===== config.mk =====
export PLATFORM = sky130hd
export DESIGN_NAME = cau_div_step
export DESIGN_NICKNAME = d
export VERILOG_FILES = /design/src/rtl/cau_pkg.sv /design/src/rtl/cau_div_step.sv
export SDC_FILE = /design/constraint.sdc
export NUM_CORES = 1
export LEC_CHECK = 0
export BUFFER_PORTS_ARGS = -buffer_cell sky130_fd_sc_hd__buf_2
export CAP_MARGIN = 5
export CORE_MARGIN = 4
export CORE_UTILIZATION = 30
export DETAILED_ROUTE_END_ITERATION = 6
export SYNTH_ARGS = -nofsm -noshare
export SYNTH_HDL_FRONTEND = slang
export SYNTH_SLANG_ARGS = --single-unit
export TNS_END_PERCENT = 20

===== constraint.sdc =====
create_clock -name vclk -period 4.1
set_clock_uncertainty 0.2 [all_clocks]
set_input_delay 0.41 -clock vclk [all_inputs]
set_output_delay 0.41 -clock vclk [all_outputs]
set_load 0.005 [all_outputs]

===== src/rtl/cau_pkg.sv =====
// Shared constants and codes for the complex arithmetic unit.
`timescale 1ns / 1ps
package cau_pkg;

   localparam int WORD_BITS_DEF = 32;
   localparam int FRAC_BITS_DEF = 16;

   typedef enum logic [1:0] {
      OP_ADD = 2'd0,
      OP_SUB = 2'd1,
      OP_MUL = 2'd2,
      OP_DIV = 2'd3
   } op_type;

   typedef enum logic [1:0] {
      ST_OK  = 2'd0,
      ST_SAT = 2'd1,
      ST_DZ  = 2'd2,
      ST_RSV = 2'd3
   } status_type;

endpackage


===== src/rtl/cau_div_step.sv =====
// One restoring divide step: compare remainder with shifted divisor, subtract.
`timescale 1ns / 1ps
module cau_div_step import cau_pkg::*; #(
   parameter int RW    = 113,
   parameter int DW    = 64,
   parameter int SHIFT = 0
) (
   input  logic [RW-1:0] rem_i,
   input  logic [DW-1:0] den_i,
   output logic [RW-1:0] rem_o,
   output logic          ge_o
);
   logic [RW-1:0] dsh;

   assign dsh   = RW'(den_i) << SHIFT;
   assign ge_o  = rem_i >= dsh;
   assign rem_o = ge_o ? (rem_i - dsh) : rem_i;
endmodule

==> qor.tcl, run 1 <==
set qor(area_occupied_by_multi_input_gates_mm2) 0.00626
set qor(gr-max-usage-layer) {met2}
set qor(route.vias.total) 8904
set qor(timing.fmax_mhz) 246
set qor(static-leakage-power_nw) 4.44
set qor(holdCritStartpoint) {rem_i[108]}
set qor(fin_nets) 1670
set qor(worstSetupStartpoint) {den_i[2]}
set qor(worst_setup_path_end_kind) {output port}
set qor(yosysMostFrequentCell) {sky130_fd_sc_hd__nand2_1}
set qor(final-hold-violation-count) 0
set qor(synth_simple_gate_area_share_pct) 32.3
set qor(grt_start_max_net_pins) 69
set qor(die_y_um) 153
set qor(timing.final.setup_violations) 0
set qor(worstSetupPathType) {input pin to output port}
set qor(vdd_drop_max_v) 0.0000809
set qor(port_buffers) 291
set qor(min_period_over_period_pct) 99.1
set qor(seq_area_frac_synth_pct) 0
set qor(sequential_cell_area_um2) 0
set qor(synth_compound_area_share_pct) 31.5
set qor(max_slew_headroom_pct) 52.2
set qor(die_area_mm2) 0.0234
set qor(synth_common_cells) {sky130_fd_sc_hd__nand2_1 (151), sky130_fd_sc_hd__o21ai_0 (108), sky130_fd_sc_hd__a21oi_1 (84), sky130_fd_sc_hd__inv_1 (82), sky130_fd_sc_hd__nor2_1 (70)}
set qor(synth_xor_area_share_pct) 14.7
set qor(final_layout_setup_total_negative_slack_ns) 0
set qor(placed_cells) 1683
set qor(timing.final.max_slew_violations) 0
set qor(totalWireLength_mm) 28.2
set qor(timing.critical_path.fanout_max) 6
set qor(cp-start-kind) {input pin}
set qor(via_count_of_the_first_global_routing_pass) 8417
set qor(globalRouteMet3Util_pct) 2.01
set qor(use_met2_pct) 37.7
set qor(nClkBuffers) 0
set qor(path_delay_family) {compound AO/OA/AOI/OAI gates}
set qor(cp_cell_sequence) {buf_2, inv_1, ha_4, buf_4, nor2b_4, o31a_1, o221ai_2, nand2_2, a2111oi_4, o311ai_2, buf_4, nand3_1, and4_1, buf_6, nand3_1, xnor2_2, buf_2}
set qor(critPathBufInv) 6
set qor(numSequentialCells) 0
set qor(fp.dieW_um) 153
set qor(worst_hold_path_type) {input pin to output port}
set qor(crit_arrival_ns) 3.45
set qor(avgRoutedWirePerCell_um) 16.6
set qor(grt_first_pass_wirelength_mm) 42.8
set qor(vias_per_cell) 5.25
set qor(global_route.overflow_total) 0
set qor(post_synth_num_cell_types) 82
set qor(max-cap-violations) 0
set qor(run_status) {completed}
set qor(postSynthNetCount) 1263
set qor(post_route_cells_drive_above_1_share_pct) 37.6
set qor(initial_utilization_pct) 30.8
set qor(crit_slowest_cell) {sky130_fd_sc_hd__a2111oi_4}
set qor(total_inserted_antenna_cells) 0
set qor(weighted_congestion_reported_at_the_end_of_routability_driven_placement) 0.919
set qor(syn_avg_cell_area_um2) 6.17
set qor(drt-pass1-iter-count) 5
set qor(synth_mux_area_share_pct) 0.338
set qor(yosysTopAreaCell) {sky130_fd_sc_hd__ha_1}
set qor(synthCells) 1021
set qor(post_layout_nonfiller_instances) 1696
set qor(grtUsageMet1_pct) 30.0
set qor(core_mm2) 0.0204
set qor(synth_fa_ha_area_share_pct) 13.0
set qor(drt_first_iter_violations) 683
set qor(rsz_0062_raised_after_global_routing) {true}
set qor(power_per_cell_area_mw_per_mm2) 146
set qor(antenna_found_initial) 2
set qor(worst_ep_required_time_ns) 3.49
set qor(io_pins) 291
set qor(layout.filler_cells) 2178
set qor(ant_nets) 0
set qor(synth.top_cells.by_area) {sky130_fd_sc_hd__ha_1 (13%), sky130_fd_sc_hd__nand2_1 (9.0%), sky130_fd_sc_hd__o21ai_0 (8.6%), sky130_fd_sc_hd__xnor2_1 (7.8%), sky130_fd_sc_hd__xor2_1 (7.0%)}
set qor(flow.area_growth_from_synthesis_pct) 51.8
set qor(drt_drc_violations_left) 0
set qor(tightest_slew_ns) 0.708
set qor(num_rows) 52
set qor(dp_hpwl_mm) 24.2
set qor(globalRouteTotalUtil_pct) 21.5
set qor(largest_family_of_logic_cells_by_synthesized_area) {simple AND/OR/NAND/NOR gates}
set qor(min_clock_period_post_route_ns) 4.06
set qor(count_of_synthesis_stage_warnings_from_yosys) 0
set qor(synthesis.area_mm2) 0.00630
set qor(slowest_stage_delay_on_critical_path_ns) 0.50
set qor(synth_top_cell_area_share_pct) 12.7
-- what timing repair did --
action                     CTS  global route
buffers inserted             2            11
hold buffers                 0             0
pin swaps                    7            31
setup endpoints to repair   50            58
gates resized for setup     14            72
-- routing by layer --
metal	vias to the layer above	wire length, µm
li1	4488	-
met1	4071	13000
met2	325	13300
met3	16	1620
met4	4	180
met5	-	27
-- report_power, final --
part           total (W)  switching [W]  internal (W)
clock                  0              0             0
sequential             0              0             0
combinational    0.00139       0.000741      0.000652
total            0.00139       0.000741      0.000652
-- worst min-delay path, delay by kind of cell --
| family | cells | cell delay [ns] |
|---|---|---|
| buffers and inverters | 2 | 0.21 |
| XOR/XNOR | 1 | 0.06 |
-- cell usage in the layout (no fill, tap or decap), types with 5 or more instances in the layout --
cell	instances
sky130_fd_sc_hd__a211oi_1	5
sky130_fd_sc_hd__a21o_1	20
sky130_fd_sc_hd__a21oi_1	78
sky130_fd_sc_hd__a21oi_2	6
sky130_fd_sc_hd__a31oi_1	9
sky130_fd_sc_hd__and2_1	5
sky130_fd_sc_hd__and3_1	11
sky130_fd_sc_hd__buf_2	291
sky130_fd_sc_hd__buf_4	148
sky130_fd_sc_hd__buf_6	5
sky130_fd_sc_hd__ha_1	48
sky130_fd_sc_hd__ha_4	14
sky130_fd_sc_hd__inv_1	81
sky130_fd_sc_hd__nand2_1	150
sky130_fd_sc_hd__nand2b_1	9
sky130_fd_sc_hd__nand3_1	21
sky130_fd_sc_hd__nand4_1	30
sky130_fd_sc_hd__nor2_1	69
sky130_fd_sc_hd__nor2b_1	6
sky130_fd_sc_hd__nor3_1	43
sky130_fd_sc_hd__nor3_2	5
sky130_fd_sc_hd__nor4_1	6
sky130_fd_sc_hd__nor4_2	5
sky130_fd_sc_hd__o21a_1	12
sky130_fd_sc_hd__o21ai_0	100
sky130_fd_sc_hd__o21ai_1	9
sky130_fd_sc_hd__o21bai_1	12
sky130_fd_sc_hd__o31ai_1	5
sky130_fd_sc_hd__or2_2	7
sky130_fd_sc_hd__or3_1	8
sky130_fd_sc_hd__or4_1	5
sky130_fd_sc_hd__xnor2_1	55
sky130_fd_sc_hd__xor2_1	50
-- final cells by class --
class / instances / area share (%)
inverters: 83 / 3.34
multi-input cells: 898 / 65.5
well taps: 270 / 3.53
repair buffers: 445 / 27.7
-- worst paths after layout --
kind	cells past startpoint	end
max	17	rem_o[92]
min	3	rem_o[108]
-- per-stage QoR --
step / total power, W / util (%) / setup slack [ns] / hold WS, ns / instance area, µm²
2_1_floorplan: 0.000683 / - / 0.397 / 0.675 / 6300
3_3_place_gp: 0.00130 / 43.9 / -0.325 / 0.894 / 8970
3_5_place_dp: 0.00130 / 43.9 / -0.341 / 0.892 / 8970
4_1_cts: 0.00132 / 44.4 / -0.00955 / 0.894 / 9070
5_1_grt: 0.00153 / 46.8 / -0.0835 / 0.906 / 9560
6_report: 0.00139 / 46.8 / 0.0389 / 0.892 / 9560
-- kinds of logic (layout without fill, tap and decap cells) --
family,after synthesis,after routing
and+or+nand+nor,411,411
AOI/OAI and AO/OA,314,314
buffers and inverters,123,528
xor gates and xnor gates,106,106
adders and majority gates,65,65
muxes,2,2
No activity file was read; power rests on OpenSTA's default activity.
==> run 2, diff against run 1 <==
==> constraint.sdc (replaced) <==
create_clock -name vclk -period 5
set_clock_uncertainty 0.2 [all_clocks]
set_input_delay 0.5 -clock vclk [all_inputs]
set_output_delay 0.5 -clock vclk [all_outputs]
set_load 0.005 [all_outputs]
==> run 2 against run 1 <==
Non-clock buffer count fell by 141. Routed wire length fell by 6.0%. Final cell count fell by 8.2%. Die area did not move. Global-route usage fell by 0.72 points. Via count fell by 6.1%. Power fell by 31%. Sequential share of layout area did not move. First-iteration DRC count fell by 32%. Setup slack improved by 0.27 ns. Largest power group unchanged.
==> qor.tcl, run 2 (synthesis gave the netlist of run 1 again) <==
set qor(drt-pass1-iter-count) 5 ;# unchanged
set qor(timing.final.max_slew_violations) 0 ;# unchanged
set qor(timing.critical_path.fanout_max) 7 ;# +1
set qor(max_slew_headroom_pct) 55.4 ;# +3.2 points
set qor(initial_utilization_pct) 30.8 ;# unchanged
set qor(grt_start_max_net_pins) 108 ;# +57%
set qor(worst_setup_path_end_kind) {output port}
set qor(crit_top_cell) {sky130_fd_sc_hd__buf_2}
set qor(power.sequential.fraction_pct) 0 ;# unchanged
set qor(weighted_congestion_reported_at_the_end_of_routability_driven_placement) 0.915 ;# -0.39%
set qor(layout.filler_cells) 2349 ;# +7.9%
set qor(antenna_found_initial) 4 ;# +2
set qor(switching_power_share_of_the_total_pct) 57.3 ;# +4.1 points
set qor(port_buffers) 291 ;# unchanged
set qor(cp_cell_sequence) {buf_2, ha_1, nand4_1, nor4_2, nand2_1, a211oi_1, o21ai_0, o211a_4, a211oi_4, and4_1, nand3_1, xnor2_1, buf_2}
set qor(die_y_um) 153 ;# unchanged
set qor(run_status) {completed}
set qor(route.vias.total) 8357 ;# -6.1%
set qor(final_layout_setup_total_negative_slack_ns) 0 ;# unchanged
set qor(post_dp_cell_area_mm2) 0.00801 ;# -11%
set qor(num_rows) 52 ;# unchanged
set qor(crit_arrival_ns) 4.00 ;# +0.55 ns
set qor(io_pins) 291 ;# unchanged
set qor(avgRoutedWirePerCell_um) 17.0 ;# +2.4%
set qor(min_clock_period_post_route_ns) 4.70
set qor(max-cap-violations) 0 ;# unchanged
set qor(ant_nets) 0 ;# unchanged
set qor(cts-hold-fix-buffers) 0 ;# unchanged
set qor(layout_setup_ws_ns) 0.304 ;# +0.265 ns
set qor(critPathBufInv) 2 ;# -4
set qor(rsz_0062_raised_after_global_routing) {false}
set qor(combPwrFrac_pct) 100.0 ;# about the same
set qor(static-leakage-power_nw) 3.68 ;# -17%
set qor(nClkBuffers) 0 ;# unchanged
set qor(slowest_stage_delay_on_critical_path_ns) 0.47 ;# -0.03 ns
set qor(power_w) 0.000960 ;# -31%
set qor(post_route_cells_drive_above_1_share_pct) 26.5 ;# -11 points
set qor(post_cts_resized) 0 ;# -14
set qor(layout_common_cells) {sky130_fd_sc_hd__buf_2 (291), sky130_fd_sc_hd__nand2_1 (151), sky130_fd_sc_hd__o21ai_0 (108)}
set qor(worst_hold_path_type) {input pin to output port}
set qor(clock_power_share_pct) 0 ;# unchanged
set qor(min_period_over_period_pct) 93.9
set qor(power_per_cell_area_mw_per_mm2) 120 ;# -18%
set qor(final-hold-violation-count) 0 ;# unchanged
set qor(netSwitchingPower_w) 0.000550 ;# -26%
set qor(layout.cells.most_common) {sky130_fd_sc_hd__buf_2}
set qor(totalWireLength_mm) 26.5 ;# -6.0%
set qor(vdd_drop_max_v) 0.0000612 ;# -24%
set qor(hold_path_depth) 3 ;# unchanged
set qor(p_int_w) 0.000410 ;# -37%
set qor(via_count_of_the_first_global_routing_pass) 7972 ;# -5.3%
set qor(drt_first_iter_violations) 467 ;# -32%
set qor(worstSetupPathType) {input pin to output port}
set qor(tightest_slew_ns) 0.660 ;# -0.0480 ns
set qor(path_delay_family) {simple AND/OR/NAND/NOR gates}
set qor(flow.area_growth_from_synthesis_pct) 27.3
set qor(sequential_cell_area_um2) 0 ;# unchanged
set qor(global_route.overflow_total) 0 ;# unchanged
set qor(cp-start-kind) {input pin}
set qor(vias_per_cell) 5.37 ;# +2.2%
set qor(final_cell_area_mm2) 0.00802 ;# -16%
set qor(timing.fmax_mhz) 213
set qor(globalRouteTotalUtil_pct) 20.8 ;# -0.72 points
set qor(worst_ep_required_time_ns) 4.30 ;# +0.81 ns
set qor(grt_first_pass_wirelength_mm) 41.4 ;# -3.1%
set qor(timing.final.setup_violations) 0 ;# unchanged
set qor(worst-path-stages) 13 ;# -4
set qor(die_area_mm2) 0.0234 ;# unchanged
set qor(crit_slowest_cell) {sky130_fd_sc_hd__and4_1}
set qor(numSequentialCells) 0 ;# unchanged
set qor(post_cts.repair.setup_buffers) 0 ;# -2
set qor(fp.dieW_um) 153 ;# unchanged
set qor(drt_drc_violations_left) 0 ;# unchanged
set qor(core_mm2) 0.0204 ;# unchanged
set qor(fin_nets) 1529 ;# -8.4%
set qor(dp_hpwl_mm) 23.2 ;# -4.2%
set qor(pre_cts_ws_ns) 0.338 ;# +0.679 ns
run 2: per-stage QoR:
stage	util (%)	hold WS [ns]	std cells
after floorplan	-	0.855	1021
after global placement	39.2	1.07	1555
after detailed placement	39.2	1.07	1555
after CTS	39.2	1.07	1555
after global routing	39.2	1.09	1557
final	39.2	1.07	1557
run 2: final timing paths:
check / from / slack [ns] / to
min: rem_i[109] / 1.07 / rem_o[109]
max: rem_i[31] / 0.30 / rem_o[92]
run 2: cell type report:
cell class | count | area, µm² | area share, %
multi-input cells | 898 | 5790 | 72.2
repair buffers | 304 | 1570 | 19.5
diodes | 2 | 5.00 | 0.0624
well taps | 270 | 338 | 4.21
inverters | 83 | 317 | 3.95
run 2: per-layer routing:
layer  track usage [%]  wire [µm]
met2              35.7      12300
met3              2.88       1630
met5                 0         27
met4              2.21        321
met1              28.7      12200
run 2: power groups by stage:
stage	Clock [W]	Sequential, W	Combinational [W]
6_report	0.0000000000535	0	0.000960
5_1_grt	0.0000000000535	0	0.00106
4_1_cts	0	0	0.000957
3_5_place_dp	0	0	0.000952
3_3_place_gp	0	0	0.000953
2_1_floorplan	0	0	0.000560
==> run 3, diff against run 2 <==
--- a/config.mk
+++ b/config.mk
@@ -10,6 +10,7 @@
 export CORE_MARGIN = 4
 export CORE_UTILIZATION = 30
 export DETAILED_ROUTE_END_ITERATION = 6
+export RECOVER_POWER = 100
 export SYNTH_ARGS = -nofsm -noshare
 export SYNTH_HDL_FRONTEND = slang
 export SYNTH_SLANG_ARGS = --single-unit
==> run 3 against run 2 <==
Clock-buffer cell count stayed put. Critical path type unchanged. Critical path depth grew 2. Non-clock buffer count did not move. Combinational power down 3.1%. Setup slack lost 0.065 ns. Flip-flop and latch count is the same. Die area is the same.
==> qor.tcl, run 3 (synthesis gave the netlist of run 1 again) <==
set qor(initial_utilization_pct) 30.8 ;# unchanged
set qor(antenna_found_initial) 4 ;# unchanged
set qor(cp_cell_sequence) {buf_2, ha_1, nand2_1, o21ai_0, a21oi_1, o21ai_0, a311oi_1, clkbuf_1, o31a_1, o31ai_1, clkbuf_1, nand4_1, nand4_1, xnor2_1, clkbuf_1}
set qor(worstSetupStartpoint) {rem_i[10]}
set qor(die_y_um) 153 ;# unchanged
set qor(final_layout_setup_total_negative_slack_ns) 0 ;# unchanged
set qor(final_cell_area_mm2) 0.00787 ;# -1.9%
set qor(worst_ep_required_time_ns) 4.30 ;# about the same
set qor(post_route_cells_drive_above_1_share_pct) 19.7 ;# -6.8 points
set qor(vias_per_cell) 5.36 ;# -0.20%
set qor(weighted_congestion_reported_at_the_end_of_routability_driven_placement) 0.915 ;# unchanged
set qor(hold-path-endpoint) {rem_o[109]}
set qor(timing.fmax_mhz) 210 ;# -1.4%
set qor(tightest_slew_ns) 0.667 ;# +0.00740 ns
set qor(num_rows) 52 ;# unchanged
set qor(crit_arrival_ns) 4.06 ;# +0.06 ns
set qor(max_slew_headroom_pct) 55.5 ;# +0.082 points
set qor(cp-start-kind) {input pin}
set qor(worst_hold_path_type) {input pin to output port}
set qor(die_area_mm2) 0.0234 ;# unchanged
set qor(holdCritStartpoint) {rem_i[109]}
set qor(post_cts_resized) 0 ;# unchanged
set qor(ant_nets) 0 ;# unchanged
set qor(post_dp_cell_area_mm2) 0.00801 ;# unchanged
set qor(drt_drc_violations_left) 0 ;# unchanged
set qor(rsz_0062_raised_after_global_routing) {false}
set qor(sequential_cell_area_um2) 0 ;# unchanged
set qor(route.vias.total) 8340 ;# -0.20%
set qor(timing.critical_path.fanout_max) 6 ;# -1
set qor(static-leakage-power_nw) 3.44 ;# -6.5%
set qor(run_status) {completed}
set qor(flow.area_growth_from_synthesis_pct) 24.9
set qor(drt-pass1-iter-count) 5 ;# unchanged
set qor(worst_setup_path_end_kind) {output port}
set qor(layout.cells.most_common) {sky130_fd_sc_hd__buf_2}
set qor(grt_first_pass_wirelength_mm) 41.4 ;# unchanged
set qor(min_period_over_period_pct) 95.2 ;# +1.3 points
set qor(post_cts.repair.setup_buffers) 0 ;# unchanged
set qor(totalWireLength_mm) 26.5 ;# about the same
set qor(avgRoutedWirePerCell_um) 17.0 ;# about the same
set qor(fin_nets) 1529 ;# unchanged
set qor(core_mm2) 0.0204 ;# unchanged
set qor(via_count_of_the_first_global_routing_pass) 7972 ;# unchanged
set qor(crit_top_cell) {sky130_fd_sc_hd__clkbuf_1}
set qor(power_per_cell_area_mw_per_mm2) 118 ;# -1.2%
set qor(vdd_drop_max_v) 0.0000592 ;# -3.1%
set qor(timing.final.max_slew_violations) 0 ;# unchanged
set qor(port_buffers) 291 ;# unchanged
set qor(timing.final.setup_violations) 0 ;# unchanged
set qor(numSequentialCells) 0 ;# unchanged
set qor(cts-hold-fix-buffers) 0 ;# unchanged
set qor(globalRouteTotalUtil_pct) 20.8 ;# unchanged
set qor(crit_slowest_cell) {sky130_fd_sc_hd__o21ai_0}
set qor(layout.filler_cells) 2400 ;# +2.2%
set qor(io_pins) 291 ;# unchanged
set qor(dp_hpwl_mm) 23.2 ;# unchanged
set qor(hold_path_depth) 3 ;# unchanged
set qor(fp.dieW_um) 153 ;# unchanged
set qor(min_clock_period_post_route_ns) 4.76 ;# +0.0652 ns
set qor(max-cap-violations) 0 ;# unchanged
set qor(drt_first_iter_violations) 571 ;# +22%
set qor(grt_start_max_net_pins) 108 ;# unchanged
set qor(slowest_stage_delay_on_critical_path_ns) 0.43 ;# -0.04 ns
set qor(nClkBuffers) 0 ;# unchanged
set qor(layout_common_cells) {sky130_fd_sc_hd__buf_2 (196), sky130_fd_sc_hd__nand2_1 (151), sky130_fd_sc_hd__o21ai_0 (109)}
set qor(final-hold-violation-count) 0 ;# unchanged
set qor(global_route.overflow_total) 0 ;# unchanged
set qor(worstSetupPathType) {input pin to output port}
[run 3: changes by cell type in the layout (fill, tap and decap cells not counted), moves of 2 or more]
cell | before | now
sky130_fd_sc_hd__buf_4 | 12 | 7
sky130_fd_sc_hd__buf_1 | 0 | 2
sky130_fd_sc_hd__clkbuf_1 | 0 | 83
sky130_fd_sc_hd__buf_2 | 291 | 196
sky130_fd_sc_hd__clkbuf_2 | 0 | 15
[run 3: cell type report]
type | count | area (µm²) | share of cell area [%]
timing repair buffer | 304 | 1440 | 18.3
multi-input combinational | 898 | 5770 | 73.3
inverter | 83 | 317 | 4.02
tap | 270 | 338 | 4.30
antenna | 2 | 5.00 | 0.0636
[run 3: how the worst max path moves through the flow]
stage,endpoint,slack [ns],cells after the start
4_1_cts,rem_o[92],0.32,13
5_1_grt,rem_o[101],0.02,15
6_report,rem_o[83],0.24,15
3_5_place_dp,rem_o[92],0.34,13
3_3_place_gp,rem_o[92],0.41,14
2_1_floorplan,rem_o[84],1.12,13
[run 3: report_power, final]
part | internal (W) | switching, W | total (W)
Sequential | 0 | 0 | 0
Combinational | 0.000378 | 0.000552 | 0.000930
Clock | 0.0000000000535 | 0 | 0.0000000000535
[run 3: worst max-delay path: cells and delay by family]
kind / cells / cell delay, ns
AOI/OAI and AO/OA: 6 / 1.60
xor gates and xnor gates: 1 / 0.13
adders and majority gates: 1 / 0.40
buffers and inverters: 4 / 0.71
and+or+nand+nor: 3 / 0.70
[run 3: metrics by stage]
step,cells,worst slack [ns],total power [W],util (%),hold WS [ns]
2_1_floorplan,1021,1.12,0.000560,-,0.855
3_3_place_gp,1555,0.414,0.000953,39.2,1.07
3_5_place_dp,1555,0.338,0.000952,39.2,1.07
4_1_cts,1555,0.324,0.000957,39.2,1.07
5_1_grt,1557,0.0185,0.00103,38.5,1.07
6_report,1557,0.239,0.000930,38.5,1.05
[run 3: metal layers]
layer	track usage [%]	wire (µm)	up-vias
met4	2.21	286	4
li1	-	-	4200
met1	28.7	12100	3786
met2	35.7	12300	320
met5	0	27	-
met3	2.88	1720	30
